$ cat config.mk
export PLATFORM = sky130hd
export DESIGN_NAME = first_fit_block_allocator
export DESIGN_NICKNAME = d
export VERILOG_FILES = /design/src/rtl/core/ffba_pkg.sv /design/src/rtl/core/first_fit_block_allocator.sv /design/src/rtl/core/ffba_ctrl.sv /design/src/rtl/core/ffba_dpath.sv
export VERILOG_INCLUDE_DIRS = /design/src /design/src/rtl/core
export SDC_FILE = /design/constraint.sdc
export NUM_CORES = 1
export LEC_CHECK = 0
export ABC_CLOCK_PERIOD_IN_PS = 19850
export BUFFER_PORTS_ARGS = -buffer_cell sky130_fd_sc_hd__buf_2
export CORE_MARGIN = 5
export CORE_UTILIZATION = 45
export DETAILED_ROUTE_END_ITERATION = 8
export MAX_ROUTING_LAYER = met4
export REMOVE_ABC_BUFFERS = 1
export SETUP_SLACK_MARGIN = 0.3
export SLEW_MARGIN = 20
export SYNTH_ARGS = -nofsm -noshare
export SYNTH_HDL_FRONTEND = slang
export SYNTH_SLANG_ARGS = --single-unit
$ cat constraint.sdc
create_clock -name clock -period 19.85 [get_ports clock]
set_input_delay 1.985 -clock clock [delete_from_list [all_inputs] [get_ports clock]]
set_output_delay 1.985 -clock clock [all_outputs]
set_load 0.1 [all_outputs]
$ cat src/rtl/core/first_fit_block_allocator_defines.svh
// ----------------------------------------------------------------------------
// first fit block allocator assertion macros
// shared concurrent assertion forms, clocked on clock and held off in reset
// ----------------------------------------------------------------------------
`ifndef FIRST_FIT_BLOCK_ALLOCATOR_DEFINES_SVH
`define FIRST_FIT_BLOCK_ALLOCATOR_DEFINES_SVH

// antecedent implies consequent in the same cycle
`define FFBA_ASSERT_IMPL(label, ante, cons) \
   label: assert property (@(posedge clock) disable iff (reset) (ante) |-> (cons)) \
      else $error("allocator implication check failed");

// condition must never be seen
`define FFBA_ASSERT_NEVER(label, cond) \
   label: assert property (@(posedge clock) disable iff (reset) !(cond)) \
      else $error("allocator forbidden condition seen");

`endif

$ cat src/rtl/core/ffba_pkg.sv
// ----------------------------------------------------------------------------
// ffba_pkg
// types and codes shared by the first fit block allocator modules
// ----------------------------------------------------------------------------
`default_nettype none

package ffba_pkg;

   // operation codes
   localparam logic [1:0] FUNC_ALLOC  = 2'd0;
   localparam logic [1:0] FUNC_ERASE  = 2'd1;
   localparam logic [1:0] FUNC_DEFRAG = 2'd2;

   // result status codes
   localparam logic [1:0] ST_OK      = 2'd0;
   localparam logic [1:0] ST_NULL    = 2'd1;
   localparam logic [1:0] ST_ILLEGAL = 2'd2;

   localparam logic [15:0] MEM_SIZE_RESET = 16'hFFFF;

   typedef struct packed {
      logic [1:0]  func;
      logic [15:0] req_size;
      logic [15:0] target_id;
   } req_type;

   typedef struct packed {
      logic [1:0]  status;
      logic [15:0] new_id;
   } rsp_type;

   // one table entry
   typedef struct packed {
      logic [15:0] id;
      logic [15:0] start;
      logic [15:0] size;
   } ent_type;

   // controller to datapath
   typedef struct packed {
      logic load;
      logic rd_scan;
      logic scan_step;
      logic begin_shift;
      logic rd_shift;
      logic shift_wr;
      logic put;
      logic fin_erase;
      logic set_null;
      logic set_ill;
      logic post;
   } cmd_type;

   // datapath to controller
   typedef struct packed {
      logic [1:0] op;
      logic       alloc_ok;
      logic       at_end;
      logic       fit;
      logic       hit;
      logic       at_pos;
      logic       rsp_busy;
   } sts_type;

endpackage

`default_nettype wire

$ cat src/rtl/core/first_fit_block_allocator.sv
// ----------------------------------------------------------------------------
// first_fit_block_allocator
// first fit allocator over an address ordered block table with compaction
//
//   channel  ports           direction  beat
//   request  req_valid/ready in         func, req_size, target_id
//   response rsp_valid/ready out        status, new_id
//   csr      csr_we/wdata    in         memory_size, no wait
//
// erase and defragment read every entry; erase posts a response only when its
// target id misses. alloc scans to the first fitting gap and shifts later entries
// up; it answers null when nothing fits, and without a scan when no room or ids
// are left. reset is synchronous, no clearing pass; a stalled response holds the
// next beat.
// ----------------------------------------------------------------------------
`default_nettype none

module first_fit_block_allocator
   import ffba_pkg::*;
#(
   parameter int MAX_BLOCKS = 16
)
(
   input  wire logic        clock,
   input  wire logic        reset,
   input  wire logic        req_valid,
   output logic             req_ready,
   input  wire req_type     req_data,
   output logic             rsp_valid,
   input  wire logic        rsp_ready,
   output rsp_type          rsp_data,
   input  wire logic        csr_we,
   input  wire logic [15:0] csr_wdata
);

`include "first_fit_block_allocator_defines.svh"

   cmd_type cmd;
   sts_type sts;

   // sequencer
   ffba_ctrl u_ctrl (
      .clock     (clock),
      .reset     (reset),
      .req_valid (req_valid),
      .req_ready (req_ready),
      .sts       (sts),
      .cmd       (cmd)
   );

   // table and arithmetic
   ffba_dpath #(
      .MAX_BLOCKS (MAX_BLOCKS)
   ) u_dpath (
      .clock     (clock),
      .reset     (reset),
      .req_data  (req_data),
      .csr_we    (csr_we),
      .csr_wdata (csr_wdata),
      .cmd       (cmd),
      .sts       (sts),
      .rsp_valid (rsp_valid),
      .rsp_ready (rsp_ready),
      .rsp_data  (rsp_data)
   );

   // a stalled response is never overwritten
   `FFBA_ASSERT_IMPL(a_post_free, cmd.post, !(rsp_valid && !rsp_ready))
   // no table read past the last entry
   `FFBA_ASSERT_IMPL(a_scan_bound, cmd.rd_scan, !sts.at_end)
   // a block is only placed while room and ids remain
   `FFBA_ASSERT_IMPL(a_put_room, cmd.put, sts.alloc_ok)
   // one result source at a time
   `FFBA_ASSERT_NEVER(a_one_result, cmd.put && (cmd.set_null || cmd.set_ill))

endmodule

`default_nettype wire

$ cat src/rtl/core/ffba_ctrl.sv
// ----------------------------------------------------------------------------
// ffba_ctrl
// sequencer for alloc, erase and defragment over the block table
// ----------------------------------------------------------------------------
`default_nettype none

module ffba_ctrl
   import ffba_pkg::*;
(
   input  wire logic    clock,
   input  wire logic    reset,
   input  wire logic    req_valid,
   output logic         req_ready,
   input  wire sts_type sts,
   output cmd_type      cmd
);

   typedef enum logic [7:0] {
      S_IDLE  = 8'b0000_0001,
      S_DISP  = 8'b0000_0010,
      S_SC_RD = 8'b0000_0100,
      S_SC_EV = 8'b0000_1000,
      S_SH_RD = 8'b0001_0000,
      S_SH_WR = 8'b0010_0000,
      S_PUT   = 8'b0100_0000,
      S_RESP  = 8'b1000_0000
   } state_type;

   state_type state_ff, state_in;

   // state register
   always_ff @(posedge clock) begin
      if (reset) begin
         state_ff <= S_IDLE;
      end else begin
         state_ff <= state_in;
      end
   end

   // next state and commands
   always_comb begin
      state_in  = state_ff;
      cmd       = '0;
      req_ready = 1'b0;
      case (state_ff)
         S_IDLE: begin
            req_ready = 1'b1;
            if (req_valid) begin
               cmd.load = 1'b1;
               state_in = S_DISP;
            end
         end
         S_DISP: begin
            case (sts.op)
               FUNC_ALLOC: begin
                  if (sts.alloc_ok) begin
                     state_in = S_SC_RD;
                  end else begin
                     cmd.set_null = 1'b1;
                     state_in     = S_RESP;
                  end
               end
               FUNC_ERASE, FUNC_DEFRAG: state_in = S_SC_RD;
               default: state_in = S_IDLE;
            endcase
         end
         S_SC_RD: begin
            if (sts.at_end) begin
               case (sts.op)
                  FUNC_ALLOC: begin
                     if (sts.fit) begin
                        cmd.begin_shift = 1'b1;
                        state_in        = S_SH_RD;
                     end else begin
                        cmd.set_null = 1'b1;
                        state_in     = S_RESP;
                     end
                  end
                  FUNC_ERASE: begin
                     cmd.fin_erase = 1'b1;
                     if (sts.hit) begin
                        state_in = S_IDLE;
                     end else begin
                        cmd.set_ill = 1'b1;
                        state_in    = S_RESP;
                     end
                  end
                  default: state_in = S_IDLE;
               endcase
            end else begin
               cmd.rd_scan = 1'b1;
               state_in    = S_SC_EV;
            end
         end
         S_SC_EV: begin
            if (sts.op == FUNC_ALLOC && sts.fit) begin
               cmd.begin_shift = 1'b1;
               state_in        = S_SH_RD;
            end else begin
               cmd.scan_step = 1'b1;
               state_in      = S_SC_RD;
            end
         end
         S_SH_RD: begin
            if (sts.at_pos) begin
               state_in = S_PUT;
            end else begin
               cmd.rd_shift = 1'b1;
               state_in     = S_SH_WR;
            end
         end
         S_SH_WR: begin
            cmd.shift_wr = 1'b1;
            state_in     = S_SH_RD;
         end
         S_PUT: begin
            cmd.put  = 1'b1;
            state_in = S_RESP;
         end
         S_RESP: begin
            if (!sts.rsp_busy) begin
               cmd.post = 1'b1;
               state_in = S_IDLE;
            end
         end
         default: state_in = S_IDLE;
      endcase
   end

endmodule

`default_nettype wire

$ cat src/rtl/core/ffba_dpath.sv
// ----------------------------------------------------------------------------
// ffba_dpath
// block table memory, scan counters, gap check and result register
// ----------------------------------------------------------------------------
`default_nettype none

module ffba_dpath
   import ffba_pkg::*;
#(
   parameter int MAX_BLOCKS = 16
)
(
   input  wire logic        clock,
   input  wire logic        reset,
   input  wire req_type     req_data,
   input  wire logic        csr_we,
   input  wire logic [15:0] csr_wdata,
   input  wire cmd_type     cmd,
   output sts_type          sts,
   output logic             rsp_valid,
   input  wire logic        rsp_ready,
   output rsp_type          rsp_data
);

   localparam int CW = $clog2(MAX_BLOCKS + 1);
   localparam int AW = (MAX_BLOCKS > 1) ? $clog2(MAX_BLOCKS) : 1;

   ent_type mem [MAX_BLOCKS];

   logic [15:0]   mem_size_ff;
   logic [CW-1:0] count_ff;
   logic [16:0]   next_id_ff;
   logic [CW-1:0] idx_ff;
   logic [CW-1:0] wr_ff;
   logic [CW-1:0] pos_ff;
   logic [16:0]   acc_ff;
   logic          hit_ff;
   logic [1:0]    op_ff;
   logic [15:0]   size_ff;
   logic [15:0]   target_ff;
   ent_type       rd_data_ff;
   rsp_type       pend_ff;
   logic          rsp_valid_ff;
   rsp_type       rsp_data_ff;

   logic [CW-1:0] idx_m1;
   logic [16:0]   gap_hi;
   logic          gap_ok;
   logic          match;
   logic          rd_en;
   logic [AW-1:0] rd_addr;
   logic          wr_en;
   logic [AW-1:0] wr_addr;
   ent_type       wr_data;

   // gap check against the latched request size
   assign idx_m1 = idx_ff - CW'(1);
   assign gap_hi = (idx_ff == count_ff) ? {1'b0, mem_size_ff} : {1'b0, rd_data_ff.start};
   assign gap_ok = (gap_hi >= acc_ff) && ((gap_hi - acc_ff) >= {1'b0, size_ff});
   assign match  = rd_data_ff.id == target_ff;

   // status to controller
   assign sts.op       = op_ff;
   assign sts.alloc_ok = (count_ff < CW'(MAX_BLOCKS)) && !next_id_ff[16];
   assign sts.at_end   = idx_ff == count_ff;
   assign sts.fit      = gap_ok;
   assign sts.hit      = hit_ff;
   assign sts.at_pos   = idx_ff == pos_ff;
   assign sts.rsp_busy = rsp_valid_ff && !rsp_ready;

   // memory port selection
   always_comb begin
      rd_en   = cmd.rd_scan || cmd.rd_shift;
      rd_addr = cmd.rd_shift ? idx_m1[AW-1:0] : idx_ff[AW-1:0];
      wr_en   = 1'b0;
      wr_addr = idx_ff[AW-1:0];
      wr_data = rd_data_ff;
      if (cmd.scan_step && op_ff == FUNC_ERASE && !match) begin
         wr_en   = 1'b1;
         wr_addr = wr_ff[AW-1:0];
      end else if (cmd.scan_step && op_ff == FUNC_DEFRAG) begin
         wr_en         = 1'b1;
         wr_data.start = acc_ff[15:0];
      end else if (cmd.shift_wr) begin
         wr_en = 1'b1;
      end else if (cmd.put) begin
         wr_en         = 1'b1;
         wr_addr       = pos_ff[AW-1:0];
         wr_data.id    = next_id_ff[15:0];
         wr_data.start = acc_ff[15:0];
         wr_data.size  = size_ff;
      end
   end

   // table memory
   always_ff @(posedge clock) begin
      if (wr_en) begin
         mem[wr_addr] <= wr_data;
      end
      if (rd_en) begin
         rd_data_ff <= mem[rd_addr];
      end
   end

   // request latch and scan registers
   always_ff @(posedge clock) begin
      if (cmd.load) begin
         op_ff     <= req_data.func;
         size_ff   <= req_data.req_size;
         target_ff <= req_data.target_id;
      end
      if (cmd.load) begin
         idx_ff <= '0;
         wr_ff  <= '0;
         acc_ff <= '0;
         hit_ff <= 1'b0;
      end else if (cmd.scan_step) begin
         idx_ff <= idx_ff + CW'(1);
         case (op_ff)
            FUNC_ALLOC: acc_ff <= {1'b0, rd_data_ff.start} + {1'b0, rd_data_ff.size};
            FUNC_ERASE: begin
               if (match) begin
                  hit_ff <= 1'b1;
               end else begin
                  wr_ff <= wr_ff + CW'(1);
               end
            end
            default: acc_ff <= {1'b0, acc_ff[15:0] + rd_data_ff.size};
         endcase
      end else if (cmd.begin_shift) begin
         pos_ff <= idx_ff;
         idx_ff <= count_ff;
      end else if (cmd.shift_wr) begin
         idx_ff <= idx_m1;
      end
   end

   // table count, id counter and size register
   always_ff @(posedge clock) begin
      if (reset) begin
         mem_size_ff <= MEM_SIZE_RESET;
         count_ff    <= '0;
         next_id_ff  <= 17'd1;
      end else begin
         if (csr_we) begin
            mem_size_ff <= csr_wdata;
         end
         if (cmd.put) begin
            count_ff   <= count_ff + CW'(1);
            next_id_ff <= next_id_ff + 17'd1;
         end else if (cmd.fin_erase) begin
            count_ff <= wr_ff;
         end
      end
   end

   // pending result
   always_ff @(posedge clock) begin
      if (cmd.set_null) begin
         pend_ff <= '{status: ST_NULL, new_id: 16'd0};
      end else if (cmd.set_ill) begin
         pend_ff <= '{status: ST_ILLEGAL, new_id: 16'd0};
      end else if (cmd.put) begin
         pend_ff <= '{status: ST_OK, new_id: next_id_ff[15:0]};
      end
   end

   // output register
   always_ff @(posedge clock) begin
      if (reset) begin
         rsp_valid_ff <= 1'b0;
      end else if (cmd.post) begin
         rsp_valid_ff <= 1'b1;
      end else if (rsp_ready) begin
         rsp_valid_ff <= 1'b0;
      end
   end

   always_ff @(posedge clock) begin
      if (cmd.post) begin
         rsp_data_ff <= pend_ff;
      end
   end

   assign rsp_valid = rsp_valid_ff;
   assign rsp_data  = rsp_data_ff;

endmodule

`default_nettype wire

# After elaboration in Yosys (flattened, before gate mapping)
# Memories as Yosys holds them, arrays and structs flattened. A register that Yosys moved wholly into a read port is not among the register bits.
# Cells that the tools add are included.
[classes] add_sub_neg=8 n_lt_le_gt_ge=3 n_eq_ne=15 n_mux=68 bitwise=4 reduce_logical=23
[op_table] op="48-bit two-way mux" count=3
[op_table] op="16-bit two-way mux" count=4
[op_table] op="8-bit case mux with 8 select lines" count=1
[op_table] op="8-bit two-way mux" count=6
[op_table] op="18-bit two-way mux" count=2
[op_table] op="1-bit two-way mux" count=34
[op_table] op="17-bit case mux with 2 select lines" count=1
[op_table] op="8-bit case mux with 2 select lines" count=2
[op_table] op="5-bit two-way mux" count=6
[op_table] op="4-bit two-way mux" count=5
[op_table] op="16-bit by 16-bit adder with 17-bit output" count=1
[op_table] op="17-bit by 1-bit adder with 17-bit output (second input constant)" count=1
[op_table] op="17-bit by 16-bit >= comparator with 1-bit output" count=1
[op_table] op="17-bit >= comparator" count=1
[op_table] op="17-bit subtractor" count=1
[op_table] op="16-bit adder" count=1
[op_table] op="16-bit equality test" count=1
[op_table] op="5-bit by 1-bit adder with 5-bit output (second input constant)" count=3
[op_table] op="5-bit equality test" count=2
[op_table] op="3-bit AND reduction" count=3
[op_table] op="8-bit by 1-bit equality test with 1-bit output (second input constant)" count=1
[op_table] op="8-bit by 2-bit equality test with 1-bit output (second input constant)" count=1
[op_table] op="8-bit by 3-bit equality test with 1-bit output (second input constant)" count=1
[op_table] op="8-bit by 4-bit equality test with 1-bit output (second input constant)" count=1
[op_table] op="other kinds (21)" count=38
[totals] reg_bits=150 mem_bits_rw=768 output_inout_bits=20 word_cells=139 n_memories=1
[memory_table] name="u_dpath.mem" words=16 width=48 read_ports=1 rd_clocked_by_memory_dff=1 wr=1 line="ffba_dpath.sv:28" rtl="ent_type mem [MAX_BLOCKS];"

# Longest topological paths before layout
# Gate-level depths: netlist of run 1.
[depth] depth_word=13 depth_mapped=29

# Modules after synthesis
# Synthesis of run 1 repeated with hierarchy kept, for this count alone.
[hier_totals] hier_cells=2216 area_unflattened_um2=39863.2
[modules_own_cells] module="ffba_dpath" instances=1 cells_per_inst=2142 area_each_um2=39252.6 seq_area_each_um2=27916.8
[modules_own_cells] module="ffba_ctrl" instances=1 cells_per_inst=74 area_each_um2=610.6 seq_area_each_um2=160.2

# Worst setup path before layout of run 1
# Ideal clock, no wire load.
[synth_timing] path_type="register to register" start="register u_dpath.idx_ff[4]" end="memory u_dpath.mem[7][0] in the netlist's numbering, enable pin" setup_ns=0.520 arrival_ns=8.689 required_ns=19.330 slack_ns=10.641 stages_incl_launch_ff=29 n_path_buf=4 path_cell_list="dfxtp_1 -> clkbuf_1 -> xnor2_1 -> nand2_1 -> or2_2 -> clkbuf_1 -> buf_1 -> mux2i_1 -> ha_1 -> inv_1 -> fa_1 -> a211oi_1 -> nor3_2 -> o221ai_2 -> nor2_1 -> nor2_1 -> o21bai_1 -> a21oi_1 -> xnor2_1 -> ha_1 -> a211oi_1 -> o21ai_0 -> a211oi_1 -> o31ai_1 -> o2111ai_2 -> buf_6 -> a311o_1 -> nand3_1 -> o21ai_0"
[synth_between] elab_chain_len=13 word_cells_on_any_way=18
[synth_lines] element="from (decl)" line="ffba_dpath.sv:33" rtl="logic [CW-1:0] idx_ff;"
[synth_lines] element="from (signal assigned)" line="ffba_dpath.sv:118" rtl="idx_ff <= idx_ff + CW'(1);"
[synth_lines] element="from (signal assigned)" line="ffba_dpath.sv:132" rtl="idx_ff <= count_ff;"
[synth_lines] element="from (signal assigned)" line="ffba_dpath.sv:134" rtl="idx_ff <= idx_m1;"
[synth_lines] element="5-bit equality test *" line="ffba_dpath.sv:58" rtl="assign gap_hi = (idx_ff == count_ff) ? {1'b0, mem_size_ff} : {1'b0, rd_data_ff.start};"
[synth_lines] element="16-bit two-way mux *" line="ffba_dpath.sv:58"
[synth_lines] element="17-bit subtractor" line="ffba_dpath.sv:59" rtl="assign gap_ok = (gap_hi >= acc_ff) && ((gap_hi - acc_ff) >= {1'b0, size_ff});"
[synth_lines] element="17-bit by 16-bit >= comparator with 1-bit output" line="ffba_dpath.sv:59"
[synth_lines] element="1-bit logical AND *" line="ffba_dpath.sv:59"
[synth_lines] element="1-bit logical AND *" line="ffba_ctrl.sv:96" rtl="if (sts.op == FUNC_ALLOC && sts.fit) begin"
[synth_lines] element="1-bit two-way mux *" line="ffba_ctrl.sv:96"
[synth_lines] element="1-bit two-way mux *" line="ffba_ctrl.sv:45" rtl="case (state_ff)"
[synth_lines] element="1-bit logical AND (on tied branches)" line="ffba_dpath.sv:81, ffba_dpath.sv:78"
[synth_lines] element="1-bit two-way mux or 1-bit logical AND (tied branches)" line="ffba_dpath.sv:81, ffba_dpath.sv:78"
[synth_lines] element="1-bit two-way mux" line="ffba_dpath.sv:78" rtl="if (cmd.scan_step && op_ff == FUNC_ERASE && !match) begin"
[synth_lines] element="1-bit two-way mux" line="ffba_dpath.sv:97" rtl="if (wr_en) begin"
[synth_lines] element="1-bit two-way mux (implied by the code)" line="ffba_dpath.sv:98" rtl="mem[wr_addr] <= wr_data;"
[synth_lines] element="to (decl)" line="ffba_dpath.sv:28"
# Every way passes the cells marked *; elsewhere a longest branch is shown, timed or not.

# Final worst setup path of run 1
[layout_timing] start="register u_dpath.idx_ff[2]" end="memory u_dpath.mem[4][10] in the netlist's numbering, enable pin"
[layout_between] elab_chain_len=13 word_cells_on_any_way=20
[layout_lines] element="5-bit equality test" line="ffba_dpath.sv:58"
[layout_lines] element="16-bit two-way mux" line="ffba_dpath.sv:58"
[layout_lines] element="17-bit subtractor" line="ffba_dpath.sv:59"
[layout_lines] element="17-bit by 16-bit >= comparator with 1-bit output" line="ffba_dpath.sv:59"
[layout_lines] element="1-bit logical AND" line="ffba_dpath.sv:59"
[layout_lines] element="1-bit logical AND" line="ffba_ctrl.sv:96"
[layout_lines] element="1-bit two-way mux" line="ffba_ctrl.sv:96"
[layout_lines] element="1-bit two-way mux" line="ffba_ctrl.sv:45"
[layout_lines] element="1-bit logical AND (on tied branches)" line="ffba_dpath.sv:81, ffba_dpath.sv:78"
[layout_lines] element="1-bit two-way mux or 1-bit logical AND (tied branches)" line="ffba_dpath.sv:81, ffba_dpath.sv:78"
[layout_lines] element="1-bit two-way mux" line="ffba_dpath.sv:78"
[layout_lines] element="1-bit two-way mux" line="ffba_dpath.sv:97"
[layout_lines] element="1-bit two-way mux (implied by the code)" line="ffba_dpath.sv:98"
# Several ways; a longest one is shown, not always the timed one.

==> results of run 1 <==
==> sequential cells by signal (all words and copies together) (netlist names) <==
register / count
u_dpath.op_ff: 2
u_dpath.next_id_ff: 17
u_dpath.target_ff: 16
u_dpath.wr_ff: 5
u_dpath.mem: 768
u_dpath.hit_ff: 1
u_dpath.rsp_valid: 1
u_dpath.pend_ff: 18
u_dpath.idx_ff: 5
u_dpath.size_ff: 16
u_ctrl.state_ff: 8
u_dpath.mem_size_ff: 16
u_dpath.rsp_data: 18
u_dpath.rd_data_ff: 48
u_dpath.acc_ff: 17
u_dpath.count_ff: 5
u_dpath.pos_ff: 5
==> metrics by stage <==
stage	utilization	cell area, µm²	TNS [ps]
after floorplan	-	39400	-15920
after global placement	0.476	42000	0
after detailed placement	0.476	42000	0
after CTS	0.511	45100	0
after global routing	0.512	45200	0
final	0.512	45200	0
==> cell families after synthesis <==
logic type      Yosys count  share of synthesized area
buf+inv                 167                     0.0186
simple gates            447                     0.0529
flops                   966                      0.702
compound gates          387                     0.0655
mux                     231                      0.119
fa+ha+maj                75                     0.0240
xor+xnor                 81                     0.0177
==> layer usage <==
layer,vias to the layer above,part of all wire,track usage
met4,0,0.021,0.0535
met2,695,0.48,0.335
met3,129,0.066,0.0382
met1,11400,0.43,0.300
li1,9640,-,-
met5,-,0,-
==> cell usage after synthesis (15+ instances only) <==
cell type | count | area share
sky130_fd_sc_hd__buf_4 | 18 | 0.0034
sky130_fd_sc_hd__nor2b_1 | 30 | 0.0047
sky130_fd_sc_hd__nand2_1 | 194 | 0.018
sky130_fd_sc_hd__a21oi_1 | 89 | 0.011
sky130_fd_sc_hd__o22ai_1 | 18 | 0.0028
sky130_fd_sc_hd__mux2_2 | 16 | 0.0045
sky130_fd_sc_hd__ha_1 | 72 | 0.023
sky130_fd_sc_hd__mux2_1 | 15 | 0.0042
sky130_fd_sc_hd__inv_1 | 56 | 0.0053
sky130_fd_sc_hd__clkbuf_1 | 47 | 0.0044
sky130_fd_sc_hd__dfxtp_1 | 93 | 0.047
sky130_fd_sc_hd__a21o_1 | 17 | 0.0032
sky130_fd_sc_hd__buf_1 | 16 | 0.0015
sky130_fd_sc_hd__buf_2 | 27 | 0.0034
sky130_fd_sc_hd__nand3_1 | 38 | 0.0048
sky130_fd_sc_hd__mux4_2 | 192 | 0.11
sky130_fd_sc_hd__nor3_1 | 20 | 0.0025
sky130_fd_sc_hd__a211oi_1 | 17 | 0.0032
sky130_fd_sc_hd__nor2_1 | 83 | 0.0078
sky130_fd_sc_hd__a211o_1 | 19 | 0.0042
sky130_fd_sc_hd__a22oi_1 | 98 | 0.018
sky130_fd_sc_hd__edfxtp_1 | 873 | 0.66
sky130_fd_sc_hd__xnor2_1 | 41 | 0.0090
sky130_fd_sc_hd__o21ai_0 | 59 | 0.0074
sky130_fd_sc_hd__xor2_1 | 40 | 0.0088
==> power groups by stage <==
stage / Clock, W / Combinational [W] / Sequential (W)
global placement: 0 / 0.0000858 / 0.00224
finish: 0.00180 / 0.0000874 / 0.00220
CTS: 0.00184 / 0.0000874 / 0.00220
floorplan: 0 / 0.0000527 / 0.00224
global route: 0.00192 / 0.0000957 / 0.00220
detailed placement: 0 / 0.0000869 / 0.00224
==> layout make-up <==
| cell class | count | area (µm²) | share of cell area |
|---|---|---|---|
| multi-input cells | 1221 | 11400 | 0.254 |
| diodes | 2 | 5.00 | 0.000111 |
| repair buffers | 127 | 801 | 0.0177 |
| clock inverters | 55 | 469 | 0.0104 |
| well taps | 1165 | 1460 | 0.0323 |
| clock buffers | 130 | 2690 | 0.0595 |
| inverters | 56 | 210 | 0.00466 |
| flip-flops and latches | 966 | 28100 | 0.622 |
==> worst max path at each step <==
stage	startpoint	depth (start not counted)	end
floorplan	u_dpath.idx_ff[2]	6	u_dpath.rd_data_ff[46]
global placement	u_dpath.idx_ff[2]	24	u_dpath.mem[5][18]
detailed placement	u_dpath.idx_ff[2]	26	u_dpath.mem[4][6]
global route	u_dpath.idx_ff[2]	26	u_dpath.mem[4][18]
finish	u_dpath.idx_ff[2]	26	u_dpath.mem[4][10]
CTS	u_dpath.idx_ff[2]	26	u_dpath.mem[4][18]
==> qor.log, run 1 <==
qor: cells_and_area.layout.filler_cells 7,111
qor: outcome.run_status completed
qor: routing.drc_errors 0
qor: power_and_ir_drop.share_clk_of_total_power 0.440
qor: clocking.post_cts_resized 0
qor: global_routing.antenna_found_initial 3
qor: global_routing.grt_use_total 0.216
qor: power_and_ir_drop.internal-power 0.00323 W
qor: placed_design.post-place-cells 3,534
qor: global_routing.grt_max_degree 133
qor: floorplanning.die-height 308 µm
qor: synth.synth.cell_area 0.0400 mm²
qor: sta.report.final.slew_viol_count 0
qor: clocking.cts_buffers 101
qor: power_and_ir_drop.switching_share 0.210
qor: setup_path.critical_path.n_buffers_inverters 3
qor: synth.yosysSeqAreaShare 0.702
qor: setup_path.reg2reg_setup_slack 11,140 ps
qor: cells_and_area.layout.cells.most_common_list 873 x sky130_fd_sc_hd__edfxtp_1, 194 x sky130_fd_sc_hd__nand2_1, 192 x sky130_fd_sc_hd__mux4_2
qor: worst_hold_path.hp-start u_dpath.pend_ff[8]
qor: flow_run.max_cap_viol_count 0
qor: sta.final-hold-violation-count 0
qor: clocking.post_cts.repair.setup_buffers 0
qor: floorplanning.rows 109
qor: cells_and_area.layout-drive-gt1-share 0.203
qor: setup_path.startpoint_type flop
qor: setup_path.slowest_delay 930 ps
qor: synth.yosys_most_used_dff sky130_fd_sc_hd__edfxtp_1
qor: global_routing.first_global_vias 22,100
qor: clocking.clock_sinks 966
qor: sta.fin_ws 11,140 ps
qor: clocking.cts_hold_repair.buffers 0
qor: synth.synth.distinct_cells 79
qor: sta.final_setup_violations 0
qor: routing.detailedRoute.firstPassIterationCount 7
qor: power_and_ir_drop.p_total 0.00409 W
qor: cells_and_area.synthToLayoutAreaGrowth 13.0%
qor: synth.yosys_register_bits 966
qor: sta.maxClockFrequency 115 MHz
qor: placed_design.port_buffers 74
qor: setup_path.worstSetupEndpointType flop
qor: sta.slew-limit-headroom 0.241
qor: floorplanning.ios 75
qor: synth.synth_async_sr_flop_share 0
qor: cells_and_area.instances_no_fill 3,722
qor: power_and_ir_drop.power.sequential.fraction 0.538
qor: sta.timing.hold.ws 428 ps
qor: routing.drt.antenna.violating_nets 0
qor: placed_design.gpl.final_weighted_congestion 0.875
qor: cells_and_area.final_net_count 2,603
qor: synth.synthesis.yosys.warnings 0
qor: clocking.htreeDepth 3
qor: power_and_ir_drop.reported_leakage_power 14.7 nW
qor: global_routing.grt_pass1_wl 147,000 µm
qor: power_and_ir_drop.cellPowerDensity 90.5 mW/mm²
qor: sta.clock-skew-final 36.6 ps
qor: synth.synth-edff-count 873
qor: sta.layout_worst_path_cycle_share 0.439
qor: synth.postSynthCellCount 2,354
qor: setup_path.r2r-end u_dpath.mem[4][10]
qor: worst_hold_path.class_of_the_tightest_hold_or_removal_check reg -> reg
qor: routing.dr_total_vias 21,900
qor: clocking.cts.root.buffer_cell sky130_fd_sc_hd__clkbuf_16
qor: worst_hold_path.holdPathEnd u_dpath.rsp_data[8]
qor: setup_path.worstRegToRegCells 26
qor: global_routing.overflow 0
qor: clocking.tritoncts_clock_tree built
qor: cells_and_area.final_common_cell sky130_fd_sc_hd__edfxtp_1
qor: setup_path.crit-reg2reg-launch u_dpath.idx_ff[2]
qor: routing.drt-total-wl 100,000 µm
qor: setup_path.crit_type reg -> reg
qor: setup_path.worst_path_dominant_cell_family compound AO/OA/AOI/OAI gates
qor: power_and_ir_drop.pwr-share-comb 0.021
qor: setup_path.maximum_fanout_along_the_worst_path 29
qor: routing.routed_via_density 5.89
qor: sta.unrepaired_setup_endpoints_after_global_routing no
qor: routing.post_drt_wl_per_cell 27.0 µm
qor: placed_design.place_hpwl 59,500 µm
qor: setup_path.worst_ep_required_time 20,140 ps
qor: power_and_ir_drop.irDropWorstVdd 73.7 µV
qor: placed_design.detailedPlace.worstSlack 11,220 ps
qor: worst_hold_path.holdPathStages 0
qor: floorplanning.chipWidth 308 µm
qor: synth.synthesis.area_per_instance 17.0 µm²
qor: setup_path.timing.critical_path.mode_cell sky130_fd_sc_hd__a211oi_1
qor: power_and_ir_drop.net-switching-power 0.000856 W
qor: clocking.max-clock-path-buffers 3
qor: clocking.clk-insertion-delay-late 680 ps
qor: floorplanning.coreArea 0.0882 mm²
qor: setup_path.critical_path.slowest_cell sky130_fd_sc_hd__o22ai_4
qor: clocking.clock_pin_slew_reported_for_the_worst_setup_and_hold_paths_after_clock_tree_synthesis 60 ps
qor: floorplanning.fp.dieArea 0.0949 mm²
qor: sta.worst_slew_pin_slew 1130 ps
qor: floorplanning.initial_utilization 0.453
qor: routing.detailedRoute.firstIterationViolations 2,197
qor: sta.fin_crit 8710 ps
qor: setup_path.worst_ep_arrival_time 8990 ps
Note: power is estimated with default switching activity, not from simulation.
==> run 2: changes to the inputs <==
--- a/config.mk
+++ b/config.mk
@@ -6,7 +6,7 @@
 export SDC_FILE = /design/constraint.sdc
 export NUM_CORES = 1
 export LEC_CHECK = 0
-export ABC_CLOCK_PERIOD_IN_PS = 19850
+export ABC_CLOCK_PERIOD_IN_PS = 7300
 export BUFFER_PORTS_ARGS = -buffer_cell sky130_fd_sc_hd__buf_2
 export CORE_MARGIN = 5
 export CORE_UTILIZATION = 45
==> constraint.sdc (replaced) <==
create_clock -name clock -period 7.3 [get_ports clock]
set_input_delay 0.73 -clock clock [delete_from_list [all_inputs] [get_ports clock]]
set_output_delay 0.73 -clock clock [all_outputs]
set_load 0.1 [all_outputs]
==> qor.log, run 2 (synthesized netlist as in run 1, its figures left out) <==
qor: cells_and_area.instances_no_fill 3,747 [+0.67%]
qor: global_routing.grt_pass1_wl 147,000 µm [-0.45%]
qor: floorplanning.fp.dieArea 0.0949 mm² [unchanged]
qor: clocking.cts.root.buffer_cell sky130_fd_sc_hd__clkbuf_16
qor: setup_path.worst_ep_arrival_time 6990 ps [-2000 ps]
qor: setup_path.worstRegToRegCells 25 [-3.8%]
qor: placed_design.port_buffers 74 [unchanged]
qor: routing.detailedRoute.firstPassIterationCount 5 [-2]
qor: routing.drc_errors 0 [unchanged]
qor: cells_and_area.final_common_cell sky130_fd_sc_hd__edfxtp_1
qor: power_and_ir_drop.internal-power 0.00891 W [+180%]
qor: global_routing.antenna_found_initial 5 [+2]
qor: power_and_ir_drop.share_clk_of_total_power 0.445 [+0.005]
qor: routing.post_drt_wl_per_cell 27.1 µm [+0.58%]
qor: cells_and_area.synthToLayoutAreaGrowth 14.8%
qor: power_and_ir_drop.power.sequential.fraction 0.535 [-0.003]
qor: sta.fin_crit 6650 ps [-2060 ps]
qor: sta.maxClockFrequency 150 MHz [+31%]
qor: sta.worst_slew_pin_slew 1130 ps [-7.06 ps]
qor: sta.accumulated_negative_setup_slack 0 ps [unchanged]
qor: sta.final-hold-violation-count 0 [unchanged]
qor: setup_path.worstSetupEndpointType flop
qor: floorplanning.die-height 308 µm [unchanged]
qor: power_and_ir_drop.p_total 0.0112 W [+170%]
qor: setup_path.crit_cells 25 [-3.8%]
qor: worst_hold_path.class_of_the_tightest_hold_or_removal_check in -> reg
qor: placed_design.post-place-cells 3,548 [+0.40%]
qor: routing.drt.antenna.violating_nets 0 [unchanged]
qor: clocking.cts_buffers 97 [-4.0%]
qor: sta.report.final.slew_viol_count 0 [unchanged]
qor: setup_path.crit_type reg -> reg
qor: placed_design.gpl.final_weighted_congestion 0.890 [+1.8%]
qor: floorplanning.chipWidth 308 µm [unchanged]
qor: power_and_ir_drop.switching_share 0.203 [-0.00616]
qor: flow_run.max_cap_viol_count 0 [unchanged]
qor: power_and_ir_drop.net-switching-power 0.00228 W [+170%]
qor: cells_and_area.largest_reg_flops 768 [unchanged]
qor: clocking.clk-insertion-delay-late 680 ps [about the same]
qor: cells_and_area.reg_top3 u_dpath.mem (768), u_dpath.rd_data_ff (48)
qor: clocking.htreeDepth 3 [unchanged]
qor: clocking.max-clock-path-buffers 3 [unchanged]
qor: setup_path.critical_path.n_buffers_inverters 3 [unchanged]
qor: floorplanning.ios 75 [unchanged]
qor: power_and_ir_drop.cellPowerDensity 244 mW/mm² [+170%]
qor: clocking.tritoncts_clock_tree built
qor: power_and_ir_drop.irDropWorstVdd 162 µV [+120%]
qor: placed_design.place_hpwl 61,900 µm [+4.0%]
qor: routing.detailedRoute.firstIterationViolations 2,562 [+17%]
qor: cells_and_area.regMostFlops u_dpath.mem
qor: floorplanning.rows 109 [unchanged]
qor: setup_path.worst_ep_required_time 7650 ps [-12,490 ps]
qor: global_routing.overflow 0 [unchanged]
qor: clocking.clock_sinks 966 [unchanged]
qor: cells_and_area.layout.cells.most_common_list 873 x sky130_fd_sc_hd__edfxtp_1, 194 x sky130_fd_sc_hd__nand2_1, 192 x sky130_fd_sc_hd__mux4_2
qor: routing.routed_via_density 5.94 [+0.90%]
qor: sta.unrepaired_setup_endpoints_after_global_routing no
qor: cells_and_area.layout.filler_cells 7,025 [-1.2%]
qor: cells_and_area.final_net_count 2,629 [+1.0%]
qor: sta.final_setup_violations 0 [unchanged]
qor: floorplanning.coreArea 0.0882 mm² [unchanged]
qor: outcome.run_status completed
qor: sta.clock-skew-final 39.1 ps [+2.45 ps]
qor: clocking.cts_hold_repair.buffers 0 [unchanged]
qor: global_routing.first_global_vias 22,300 [+1.1%]
qor: setup_path.worst_path_dominant_cell_family compound AO/OA/AOI/OAI gates
qor: setup_path.maximum_fanout_along_the_worst_path 16 [-45%]
qor: clocking.clock_pin_slew_reported_for_the_worst_setup_and_hold_paths_after_clock_tree_synthesis 70 ps [about the same]
qor: routing.drt-total-wl 102,000 µm [+1.3%]
qor: sta.layout_worst_path_cycle_share 0.910 [+0.472]
qor: placed_design.detailedPlace.worstSlack 442 ps [-10,780 ps]
qor: sta.slew-limit-headroom 0.246 [+0.00473]
qor: setup_path.slowest_delay 490 ps [-440 ps]
qor: global_routing.grt_use_total 0.214 [-0.00196]
qor: setup_path.critical_path.slowest_cell sky130_fd_sc_hd__dfxtp_1
qor: routing.dr_total_vias 22,300 [+1.6%]
qor: worst_hold_path.holdPathStages 1 [+1]
qor: floorplanning.initial_utilization 0.453 [unchanged]
qor: power_and_ir_drop.reported_leakage_power 15.0 nW [+2.0%]
qor: power_and_ir_drop.pwr-share-comb 0.021 [about the same]
qor: setup_path.startpoint_type flop
qor: global_routing.grt_max_degree 123 [-7.5%]
qor: cells_and_area.layout-drive-gt1-share 0.220 [+0.0175]
qor: sta.timing.hold.ws 226 ps [-202 ps]
qor: sta.fin_ws 654 ps [-10,490 ps]
-- run 2: cell types whose count changed in the layout (fill, tap and decap cells not counted), moves of 4 or more --
cell / change
sky130_fd_sc_hd__buf_6: +4
sky130_fd_sc_hd__clkbuf_1: -5
sky130_fd_sc_hd__nand3_2: +7
sky130_fd_sc_hd__clkinv_1: -8
sky130_fd_sc_hd__bufinv_16: +5
sky130_fd_sc_hd__clkbuf_16: +5
sky130_fd_sc_hd__buf_12: +17
sky130_fd_sc_hd__nand3_1: -8
sky130_fd_sc_hd__clkbuf_8: +4
sky130_fd_sc_hd__buf_8: +4
-- run 2: layer usage --
metal	vias up	global-route usage	share of wire
met5	-	-	0
met4	0	0.0479	0.018
met3	119	0.0396	0.075
met2	789	0.320	0.46
met1	11700	0.310	0.45
li1	9693	-	-
-- run 2: metrics by stage --
stage,area (µm²),util
after floorplan,39400,-
after global placement,42300,0.479
after detailed placement,42300,0.479
after CTS,45500,0.516
after global routing,45900,0.520
final,45900,0.520
-- run 2: area by class of cell --
| class | count | area [µm²] | share of cell area |
|---|---|---|---|
| tap | 1165 | 1460 | 0.0318 |
| antenna | 3 | 7.51 | 0.000164 |
| clock inverter | 53 | 571 | 0.0124 |
| inverter | 56 | 210 | 0.00458 |
| multi-input combinational | 1221 | 11500 | 0.251 |
| sequential | 966 | 28100 | 0.612 |
| timing repair buffer | 157 | 1400 | 0.0306 |
| clock buffer | 126 | 2650 | 0.0577 |
-- run 2: repair_timing --
item,CTS,global route
setup buffers,0,7
endpoints found under the setup margin,0,1008
gates resized for setup,0,27
-- run 2: final timing paths --
| path | startpoint | endpoint | slack [ps] |
|---|---|---|---|
| worst max-delay path | u_dpath.idx_ff[4] | u_dpath.mem[6][34] | 650 |
| worst min-delay path | req_data[33] | u_dpath.op_ff[1] | 230 |
| worst max register to register | u_dpath.idx_ff[4] | u_dpath.mem[6][34] | 650 |
| worst min register to register | u_dpath.pend_ff[14] | u_dpath.rsp_data[14] | 430 |
-- run 2: power by group through the flow --
stage	sequential, W	clock [W]	combinational [W]
final	0.00598	0.00497	0.000233
after global routing	0.00598	0.00532	0.000257
after CTS	0.00598	0.00508	0.000230
after detailed placement	0.00610	0	0.000229
after global placement	0.00610	0	0.000228
after floorplan	0.00609	0	0.000143
